--- src/design/apu_ram.sv ---
// Generic single-port-write, single-port-read RAM with a registered read.
// Depends on nothing.
`default_nettype none

module apu_ram #(
    parameter int WIDTH = 8,
    parameter int DEPTH = 16,
    parameter int AW    = (DEPTH > 1) ? $clog2(DEPTH) : 1
) (
    input  wire logic             i_clk,
    input  wire logic             i_we,
    input  wire logic [AW-1:0]    i_waddr,
    input  wire logic [WIDTH-1:0] i_wdata,
    input  wire logic             i_re,
    input  wire logic [AW-1:0]    i_raddr,
    output logic      [WIDTH-1:0] o_rdata
);

    logic [WIDTH-1:0] r_mem [DEPTH];

    always_ff @(posedge i_clk) begin
        if (i_we) begin
            r_mem[i_waddr] <= i_wdata;
        end
        if (i_re) begin
            o_rdata <= r_mem[i_raddr];
        end
    end

endmodule

`default_nettype wire

--- config.mk ---
export PLATFORM = sky130hd
export DESIGN_NAME = apu_ram
export DESIGN_NICKNAME = d
export VERILOG_FILES = /design/src/design/apu_ram.sv
export SDC_FILE = /design/constraint.sdc
export NUM_CORES = 1
export LEC_CHECK = 0
export BUFFER_PORTS_ARGS = -buffer_cell sky130_fd_sc_hd__buf_4
export CAP_MARGIN = 15
export CORE_ASPECT_RATIO = 1.75
export CORE_MARGIN = 1.5
export CORE_UTILIZATION = 50
export DETAILED_ROUTE_END_ITERATION = 12
export GPL_TIMING_DRIVEN = 0
export PLACE_DENSITY_LB_ADDON = 0.3
export SETUP_SLACK_MARGIN = 0.5
export SLEW_MARGIN = 20
export SYNTH_ARGS = -nofsm -noshare
export SYNTH_HDL_FRONTEND = slang
export SYNTH_SLANG_ARGS = --single-unit
export TNS_END_PERCENT = 30
--- constraint.sdc ---
create_clock -name i_clk -period 2.6 [get_ports i_clk]
set_input_delay 0.39 -clock i_clk [delete_from_list [all_inputs] [get_ports i_clk]]
set_output_delay 0.39 -clock i_clk [all_outputs]
set_load 0.05 [all_outputs]
==> impl_results.md <==
* Core ar. at around 10000 um^2
* Seq/Total Area, Yosys at between 70% and 80%
* Net Sw Frac at 20.1%
* Post-synthesis instance total at about 230
* Worst setup SP type: input pin
* Clock Latency Late Sink at 0.41 ns
* Slew HR at 42.7%
* Critical Path Stages at 3
* Min Tclk post-route at around 1.7 ns
* Worst reg2reg setup slack at between 1 and 1.5 ns
* Crit path max fanout at 8
* Worst hold path class: in2reg
* Slew Viols, Final at 0
* Vias in the first global route at about 2500
* CTS root buf: clkbuf_16
* Initial antenna violation count at 0
* Total track usage at 19.7%
* Final Hold Vio Count at 0
* Slew @ Worst Pin at approximately 0.86 ns
* Reg clk slew, reported paths at 0.05 ns
* Post-cts resize count at 0
* Psw at a little over 1000 uW
* Cell Count, Final, Fillers Out at ~400
* Crit path max-delay family: simple AND/OR/NAND/NOR gates
* CTS Hold Bufs at 0
* Placed cells at between 300 and 400
* CP arrival at approximately 1.7 ns
* Post-route DRC at 0
* Setup Crit Path Kind: in2reg
* Max Fclk at between 500 and 600 MHz
* Most frequent cells in the layout: edfxtp_1 (136), buf_4 (26), mux4_2 (18)
* Htree depth at 4
* CP Capture Type: register
* # IOs at 27
* Internal power at approximately 4100 uW
* Pin count of the biggest net entering global routing at 17
* Outcome: finished, final reports clean
* Post-DRT Antenna Nets at 0
* Worst hold path stage count at 1
* Via count at about 2400
* Avg Vias per Cell at ~5.8
* RSZ-0062 raised after global routing: false
* GPL Wtd Cong at 0.804
* Final-report setup violation count at 0
* Max stage delay cell, worst path: nor2_1
* Drt pass-1 iters at 4
* Leakage at around 0.002 uW
* Power Density at a little over 800 nW/um^2
* Layout cell share with drive strength beyond 1 at between 30% and 40%
* Part of the cycle the worst path needs at 64.8%
* Postcts setup bufs at 0
* Top cells by area, synth: edfxtp_1 (78%), mux4_2 (7.8%), mux4_1 (7.0%)
* DIE HEIGHT at 138 um
* Mapped Area at 5230 um^2
* Netlist cell types at 18
* Max-cap violation count at 0
* Most common cell after layout, fill and taps aside: edfxtp_1
* FF+latch count, synth at 136
* Total power at between 5000 and 6000 uW
* Die ar. at 11100 um^2
* Critical path cell sequence: buf_4, or3b_2, nor2_1
* DRT iter0 DRCs at 167
* GR Overflow Total at 0
* Setup_tns at 0 ns
* Routed WL at a little under 10000 um
* FF-to-FF path depth at 3
* DP HPWL at approximately 6400 um
* Final worst setup slack at 0.915 ns
* Synthesized area per cell at approximately 23 um^2
* Comb power frac at around 5.5%
* IO Port Bufs at 25
* Area delta synth->final at 18.2%
* Initial Util at between 50% and 60%
* Ant. Diodes at 0
* DR WL/cell at ~23 um
* Yosys top cell by area: edfxtp_1
* Synthesis Warnings at 0
* Site Rows at 49
* Nets at 292
* TritonCTS clock tree: yes
* Sink Count at roughly 140
* Reg power frac at between 40% and 50%
* Width of the die at ~80 um
* Maximum VDD drop at about 550 uV
* CP Buf/Inv Count at 1
* First-pass GRT wire length at 14700 um
* CP required at about 2.6 ns
* Largest stage delay, worst path at between 0.6 and 0.7 ns
* Clock power frac at between 40% and 50%
* Final Skew at about 0.0063 ns
* Top cell type's share of synthesized area at 78.1%
* Mapped Nets at about 250
* Max clock buf depth at 2
* Cts bufs inserted at 17
* Placement Setup Slack at approximately 0.45 ns
-- state kept, by name (all words and copies together) (netlist names) --
| name | count |
|---|---|
| o_rdata | 8 |
| r_mem | 128 |
-- routing by layer --
layer | wire length (um) | track usage [%] | share of wire, % | vias to the layer above
li1 | - | - | - | 1065
met1 | 3580 | 23.9 | 37 | 1232
met2 | 5410 | 33.3 | 56 | 83
met3 | 503 | 4.16 | 5.2 | 11
met4 | 136 | 8.89 | 1.4 | 0
met5 | 0 | 0 | 0 | -
-- power groups by stage --
stage                     registers (uW)  clock network (uW)  logic, uW
after global placement              2520                   0        278
after floorplan                     2560                   0        125
after global routing                2490                2440        302
final                               2480                2330        281
after detailed placement            2530                   0        285
after CTS                           2480                2360        286
-- kinds of logic after synthesis --
logic type,after synthesis,share of synthesized area [%]
flip-flops,136,78.1
AO/OA/AOI/OAI,16,2.30
AND/OR/NAND/NOR,35,3.14
buffers and inverters,10,1.65
multiplexers,32,14.8
-- metrics by stage --
| stage | utilization, % | hold WS (ns) | cell area, um^2 |
|---|---|---|---|
| floorplan | - | 0.489 | 5230 |
| global placement | 54.4 | 0.666 | 5570 |
| detailed placement | 54.6 | 0.675 | 5590 |
| CTS | 60.3 | 0.249 | 6180 |
| global route | 60.3 | 0.253 | 6180 |
| finish | 60.3 | 0.262 | 6180 |
-- synth_stat cells --
cell / number
a22oi_1: 16
and2_1: 1
and2b_1: 1
buf_2: 3
buf_4: 1
buf_6: 3
clkdlybuf4s25_2: 3
edfxtp_1: 136
mux4_1: 14
mux4_2: 18
nand2_1: 9
nand2b_1: 2
nand3_1: 1
nand3b_1: 2
nor2_1: 13
nor2b_1: 1
nor3_1: 4
or3b_2: 1
-- worst reg2reg max path, cell delays in order, from the launching register on --
cell	delay (ns)
edfxtp_1	0.36
mux4_1	0.56
a22oi_1	0.30
nand2_1	0.09
-- cell type report --
| class | count | area, um^2 |
|---|---|---|
| Tap cell | 127 | 159 |
| Multi-Input combinational cell | 83 | 1080 |
| Clock buffer | 17 | 425 |
| Clock inverter | 14 | 159 |
| Fill cell | 716 | 4060 |
| Sequential cell | 136 | 4080 |
| Buffer | 10 | 86.3 |
| Timing Repair Buffer | 25 | 188 |
-- path summary, 6_finish.rpt --
kind                           from                     to
max reg2reg   r_mem[0][2]$_DFFE_PP_   o_rdata[2]$_DFFE_PP_
min                            i_re   o_rdata[2]$_DFFE_PP_
max                      i_waddr[2]  r_mem[2][3]$_DFFE_PP_
min reg2reg  r_mem[15][2]$_DFFE_PP_   o_rdata[2]$_DFFE_PP_
Power figures use the tool's default switching activity.
