===== config.mk =====
export PLATFORM = sky130hd
export DESIGN_NAME = apu_sqrt
export DESIGN_NICKNAME = d
export VERILOG_FILES = /design/src/design/apu_pkg.sv /design/src/design/apu_sqrt.sv
export SDC_FILE = /design/constraint.sdc
export NUM_CORES = 2
export LEC_CHECK = 0
export BUFFER_PORTS_ARGS = -buffer_cell sky130_fd_sc_hd__buf_2
export CAP_MARGIN = 15
export CORE_UTILIZATION = 60
export DETAILED_ROUTE_END_ITERATION = 7
export GPL_ROUTABILITY_DRIVEN = 1
export PLACE_DENSITY = 0.73
export SLEW_MARGIN = 0
export SYNTH_ARGS = -nofsm -noshare
export SYNTH_HDL_FRONTEND = slang
export SYNTH_MEMORY_MAX_BITS = 65536
export SYNTH_SLANG_ARGS = --single-unit

===== constraint.sdc =====
create_clock -name i_clk -period 4 [get_ports i_clk]
set_input_delay 0.2 -clock i_clk [delete_from_list [all_inputs] [get_ports i_clk]]
set_output_delay 0.2 -clock i_clk [all_outputs]
set_load 0.05 [all_outputs]

===== src/design/apu_pkg.sv =====
// Package of the Adam parameter update block: beat types, pipeline lengths
// and register codes. Depends on nothing.
`default_nettype none

package apu_pkg;

    // Input beat.
    typedef struct packed {
        logic        kind;
        logic [10:0] entry_index;
        logic        stage;
        logic [47:0] operand_value;
    } t_in_item;

    // Output beat.
    typedef struct packed {
        logic [10:0] out_index;
        logic        out_stage;
        logic [31:0] new_value;
        logic        saturated;
    } t_out_item;

    // One entry of the state memory.
    typedef struct packed {
        logic [31:0] param;
        logic [47:0] mom;
        logic [63:0] vel;
    } t_entry;

    // Control that rides along the pipeline next to the data.
    typedef struct packed {
        logic        kind;
        logic        lsat;
        logic [10:0] idx;
        logic        stage;
    } t_side;

    // Data carried through the square root unit.
    typedef struct packed {
        logic [31:0] param;
        logic [47:0] mnew;
        logic [63:0] vnew;
        logic [71:0] num;
    } t_sq_tag;

    // Data carried through the divider.
    typedef struct packed {
        logic [31:0] param;
        logic [47:0] mnew;
        logic [63:0] vnew;
    } t_dv_tag;

    localparam logic KIND_LOAD   = 1'b0;
    localparam logic KIND_UPDATE = 1'b1;

    localparam int CFG_IDX_W  = 3;
    localparam int CFG_DATA_W = 32;
    localparam logic [CFG_IDX_W-1:0] CFG_GRAD_SCALE   = 3'd0;
    localparam logic [CFG_IDX_W-1:0] CFG_STEP_SIZE    = 3'd1;
    localparam logic [CFG_IDX_W-1:0] CFG_FIRST_DECAY  = 3'd2;
    localparam logic [CFG_IDX_W-1:0] CFG_SECOND_DECAY = 3'd3;

    localparam logic [31:0] RST_GRAD_SCALE   = 32'd0;
    localparam logic [23:0] RST_STEP_SIZE    = 24'd65536;
    localparam logic [23:0] RST_FIRST_DECAY  = 24'd15099494;
    localparam logic [23:0] RST_SECOND_DECAY = 24'd16760439;

    localparam int ROOT_W    = 32;
    localparam int QUOT_W    = 41;
    localparam int FRONT_LAT = 7;
    localparam int SQRT_LAT  = ROOT_W;
    localparam int DIV_LAT   = QUOT_W + 1;
    localparam int PIPE_LAT  = FRONT_LAT + SQRT_LAT + DIV_LAT;

endpackage

`default_nettype wire


===== src/design/apu_sqrt.sv =====
// Pipelined integer square root of a 64-bit value, one root bit per stage.
// Depends on apu_pkg.
`default_nettype none

module apu_sqrt #(
    parameter int TAG_W = 1
) (
    input  wire logic             i_clk,
    input  wire logic             i_en,
    input  wire logic [63:0]      i_rad,
    input  wire logic [TAG_W-1:0] i_tag,
    output logic      [31:0]      o_root,
    output logic      [TAG_W-1:0] o_tag
);

    import apu_pkg::*;

    logic [63:0]      r_x    [SQRT_LAT];
    logic [33:0]      r_rem  [SQRT_LAT];
    logic [31:0]      r_root [SQRT_LAT];
    logic [TAG_W-1:0] r_tag  [SQRT_LAT];

    for (genvar k = 0; k < SQRT_LAT; k++) begin : g_st
        logic [63:0]      w_x;
        logic [33:0]      w_rem;
        logic [31:0]      w_root;
        logic [TAG_W-1:0] w_tag;
        logic [35:0]      w_cur;
        logic [35:0]      w_trial;
        logic             w_ge;

        if (k == 0) begin : g_first
            assign w_x    = i_rad;
            assign w_rem  = '0;
            assign w_root = '0;
            assign w_tag  = i_tag;
        end else begin : g_next
            assign w_x    = r_x[k-1];
            assign w_rem  = r_rem[k-1];
            assign w_root = r_root[k-1];
            assign w_tag  = r_tag[k-1];
        end

        // Bring down the next two radicand bits and try the next root bit.
        assign w_cur   = {w_rem, w_x[63:62]};
        assign w_trial = {2'b00, w_root, 2'b01};
        assign w_ge    = (w_cur >= w_trial);

        always_ff @(posedge i_clk) begin
            if (i_en) begin
                r_x[k]    <= {w_x[61:0], 2'b00};
                r_rem[k]  <= w_ge ? 34'(w_cur - w_trial) : w_cur[33:0];
                r_root[k] <= {w_root[30:0], w_ge};
                r_tag[k]  <= w_tag;
            end
        end
    end

    assign o_root = r_root[SQRT_LAT-1];
    assign o_tag  = r_tag[SQRT_LAT-1];

endmodule

`default_nettype wire


==> impl_summary.md <==
GRT
The via count of the first global-routing pass was 70100. The initial antenna violation count is 4. The leftover overflow at the end of global routing is 0. Global routing used 23.6% of the available tracks. The maximum number of pins on one net before global-route repair is 138. The first-pass GRT wire length is 374000 um.

Drt
The DRC marker count from the first detailed-route iteration is 6061. For this run, design rule violations remaining after detail routing come to 0. The detailed-route vias per instance is 5.77.

Dividing the detail-routed wire length by the instance count gives 19.0 um. Once detail routing completed, the nets flagged for antenna violations numbered 0. The total number of vias is 72000. The total detailed-routing wirelength is 237000 um. The pre-antenna-repair detailed-routing pass consisted of 6 iterations.

Clocking
Clock-pin slew was measured on the worst setup and hold paths at 0.06 ns. The H-tree was split into 5 levels. The tree is rooted in a clkbuf_16. TritonCTS built the clock tree. For the worst-skew pair, the clock arrives at the later sink with an insertion delay of 0.92 ns. The number of CTS-inserted buffers is 285. Gates resized during post-CTS repair numbered 0. The deepest clock path buffer count is 4. For this design, the sink count on the clock tree is 2555.

Timing
The final hold violation count came to 0. The aggregate negative setup slack is 0 ns. At the pin with the least slew margin, the transition time is 1.09 ns.

Setup violations remaining at the end of the flow were counted as 0. The time the worst path needs with I/O delays and setup is 3.80 ns. The number of max-slew violations in the final report is 0. Derived from the worst setup path, the maximum achievable clock frequency is 0.263 GHz. In this run the tightest slew margin relative to its limit is 26.9%. Across all setup checks in the final design, the least slack found is 0.203 ns. For the final database, setup skew stands at 0.0479 ns. Setup repair after global routing left no endpoint under its margin.

In the finished design, the share of the clock period the worst path needs comes to 94.9%.

Place
The setup slack after placement is 0.301 ns. The number of I/O port buffers is 99. The congestion estimate from routability-driven global placement came to 0.928. Summing all placed instances gives a cell area of 123000 um2. After legalization and detailed placement, the total HPWL measured 167000 um.

Finish
The relative area change from synthesis to final layout is 12.3%. In the final layout, flip-flops and latches occupy 76700 um2. Of the cells placed in the final design, the portion with a size suffix greater than 1 is 7.90%. Leaving out fill and tap cells, the most frequent cells in the layout are 2555 x edfxtp_1, 684 x inv_1, 678 x nand2_1. In the final layout, the multi-input gates occupy 38800 um2. The library cell used most frequently in the layout, excluding fill and tap cells, is edfxtp_1.

With fillers left out, the area of the finished cells amounts to 133000 um2. The number of nets in the layout is 10300. Fill cells in the final layout number 13800.

Setup path
The largest stage delay on the critical path is 0.60 ns. The maximum net fanout on the critical path is 10. Together, buffers and inverters on the worst path number 0.

Among the stages of the critical path, the cell type that occurs most often is or4_1. Grouping stages by cell kind, the critical path spends the most delay in simple AND/OR/NAND/NOR gates. Data arrives at the worst endpoint at 4.43 ns. The signal on the critical path passes through or4_1 > or4_1 > nor4_1 > nand4_1 > a211oi_1 > nand2b_1 > o2111a_1 > nor2b_1 > xor2_1.

The element type at the critical path start is a register. The cell at the slowest stage of the critical path is nor4_1. The critical path class is reg -> reg. The critical path required time is 4.63 ns. The worst setup path is captured at a register.

Pwr
Net switching is 27.6% of the power. Power comes to 76.1 mW. Per report_power, the sequential group accounts for 47.3% of the total. The standby leakage power is 50.9 nW. Across the VDD grid, the largest voltage drop is 0.506 mV. The part of the total power dissipated in combinational logic is 20.1%.

The total power per unit cell area is 571 nW/um2. The switching power is 21.1 mW. The clock network fraction of design power is 32.6%. The internal power is 55.1 mW.

Logic synthesis
The synthesized area is 119000 um2. The async set-reset flop share out of synthesis is 0%. Synthesis produced 9190 cells. Of the total synthesized cell area, the portion taken by AND, OR, NAND and NOR gates is 10.2%.

The number of synthesized flops with an enable pin is 2555. The leading register cell type out of synthesis is edfxtp_1. The total number of yosys warnings is 0.

The combinational family with the most area after synthesis is simple AND/OR/NAND/NOR gates. For this run, the register share of the synthesized area comes to 64.6%. The adder-cell share of the synthesized area is 5.92%. The number of nets in the synthesized netlist is 9819.

The area fraction in compound gates after synthesis is 9.60%. The area share of xor/xnor cells in the synthesized design is 6.27%. Multiplexer cells account for 0.642% of the synthesized area. The total of flip-flops plus latches after synthesis is 2555.

The distinct cell type count of the synthesized netlist is 98. A synthesized cell averages 12.9 um2.

Floorplanning
The die outline height is 447 um. The floorplan has 162 rows. From left edge to right edge, the die measures 447 um. The starting utilization of the core area is 60.6%.

The total core area is 196000 um2. The boundary pin count is 100. The die footprint is 200000 um2.

Run status
The run finished with clean final reports.

Hold path
The worst hold path belongs to the class in -> reg.

Job
Max-cap violations in this run came to 0.
## cells by family after synthesis
group | Yosys count
AOI/OAI and AO/OA | 1849
xor gates and xnor gates | 850
adders and majority gates | 562
buffers and inverters | 860
DFF | 2555
muxes | 69
other | 1
and+or+nand+nor | 2444
## power groups by stage
stage                     Clock (mW)  Sequential [mW]  Combinational (mW)
final                           24.8             36.0                15.3
after global routing            26.4             36.4                17.0
after global placement             0             36.5                14.6
after CTS                       25.4             36.0                15.2
after floorplan                    0             35.7                11.2
after detailed placement           0             36.6                15.0
## state kept, by name (all words and copies together), names as in the netlist
signal,flops
r_tag,32
r_root,528
r_rem,1003
r_x,992
## final cells by class
cell class | count | share of cell area (%)
multi-input combinational | 5775 | 29.1
clock inverter | 130 | 0.959
tap | 2624 | 2.46
sequential | 2555 | 57.5
clock buffer | 341 | 5.60
inverter | 687 | 1.94
antenna | 5 | 0.00938
timing repair buffer | 369 | 2.36
## through the flow
step	instances	hold slack, ns	utilization (%)
4_1_cts	12500	0.000135	68.1
3_5_place_dp	11900	0.378	63.0
5_1_grt	12500	0.0269	68.1
3_3_place_gp	11900	0.377	63.0
6_report	12500	0.0522	68.1
2_1_floorplan	9190	0.299	-
## layer usage
layer  global-route usage [%]  vias to the layer above  wire length (um)
met3                     3.65                      493             12700
met2                     38.5                     1940            112000
li1                         -                    35000                 -
met5                        0                        -                13
met4                     7.74                        2              7340
met1                     32.5                    34600            105000
## repair_timing
action / in CTS / in global routing
hold buffers: 126 / 0
hold endpoints to repair: 145 / 0
setup buffers: 0 / 0
## cell usage after synthesis, types with 119 or more instances
library cell | count | area, um2
a21o_1 | 213 | 1600
a21oi_1 | 571 | 2860
clkbuf_1 | 146 | 548
edfxtp_1 | 2555 | 76700
ha_1 | 562 | 7030
inv_1 | 684 | 2570
nand2_1 | 678 | 2540
nand2b_1 | 119 | 744
nand3_1 | 173 | 866
nor2_1 | 547 | 2050
nor3_1 | 223 | 1120
nor4_1 | 122 | 763
o21ai_0 | 513 | 2570
xnor2_1 | 438 | 3840
xor2_1 | 412 | 3610
## path summary, 6_finish.rpt
| kind | startpoint | endpoint | slack [ns] | cells after the start |
|---|---|---|---|---|
| worst max-delay path | r_rem[0][430] | r_rem[0][457] | 0.20 | 9 |
| worst min-delay path | i_rad[2] | r_x[0][2] | 0.05 | 2 |
| worst max register to register | r_rem[0][430] | r_rem[0][457] | 0.20 | 9 |
| worst min register to register | r_x[0][69] | r_x[0][133] | 0.39 | 0 |
(Power assumes the default switching activity.)
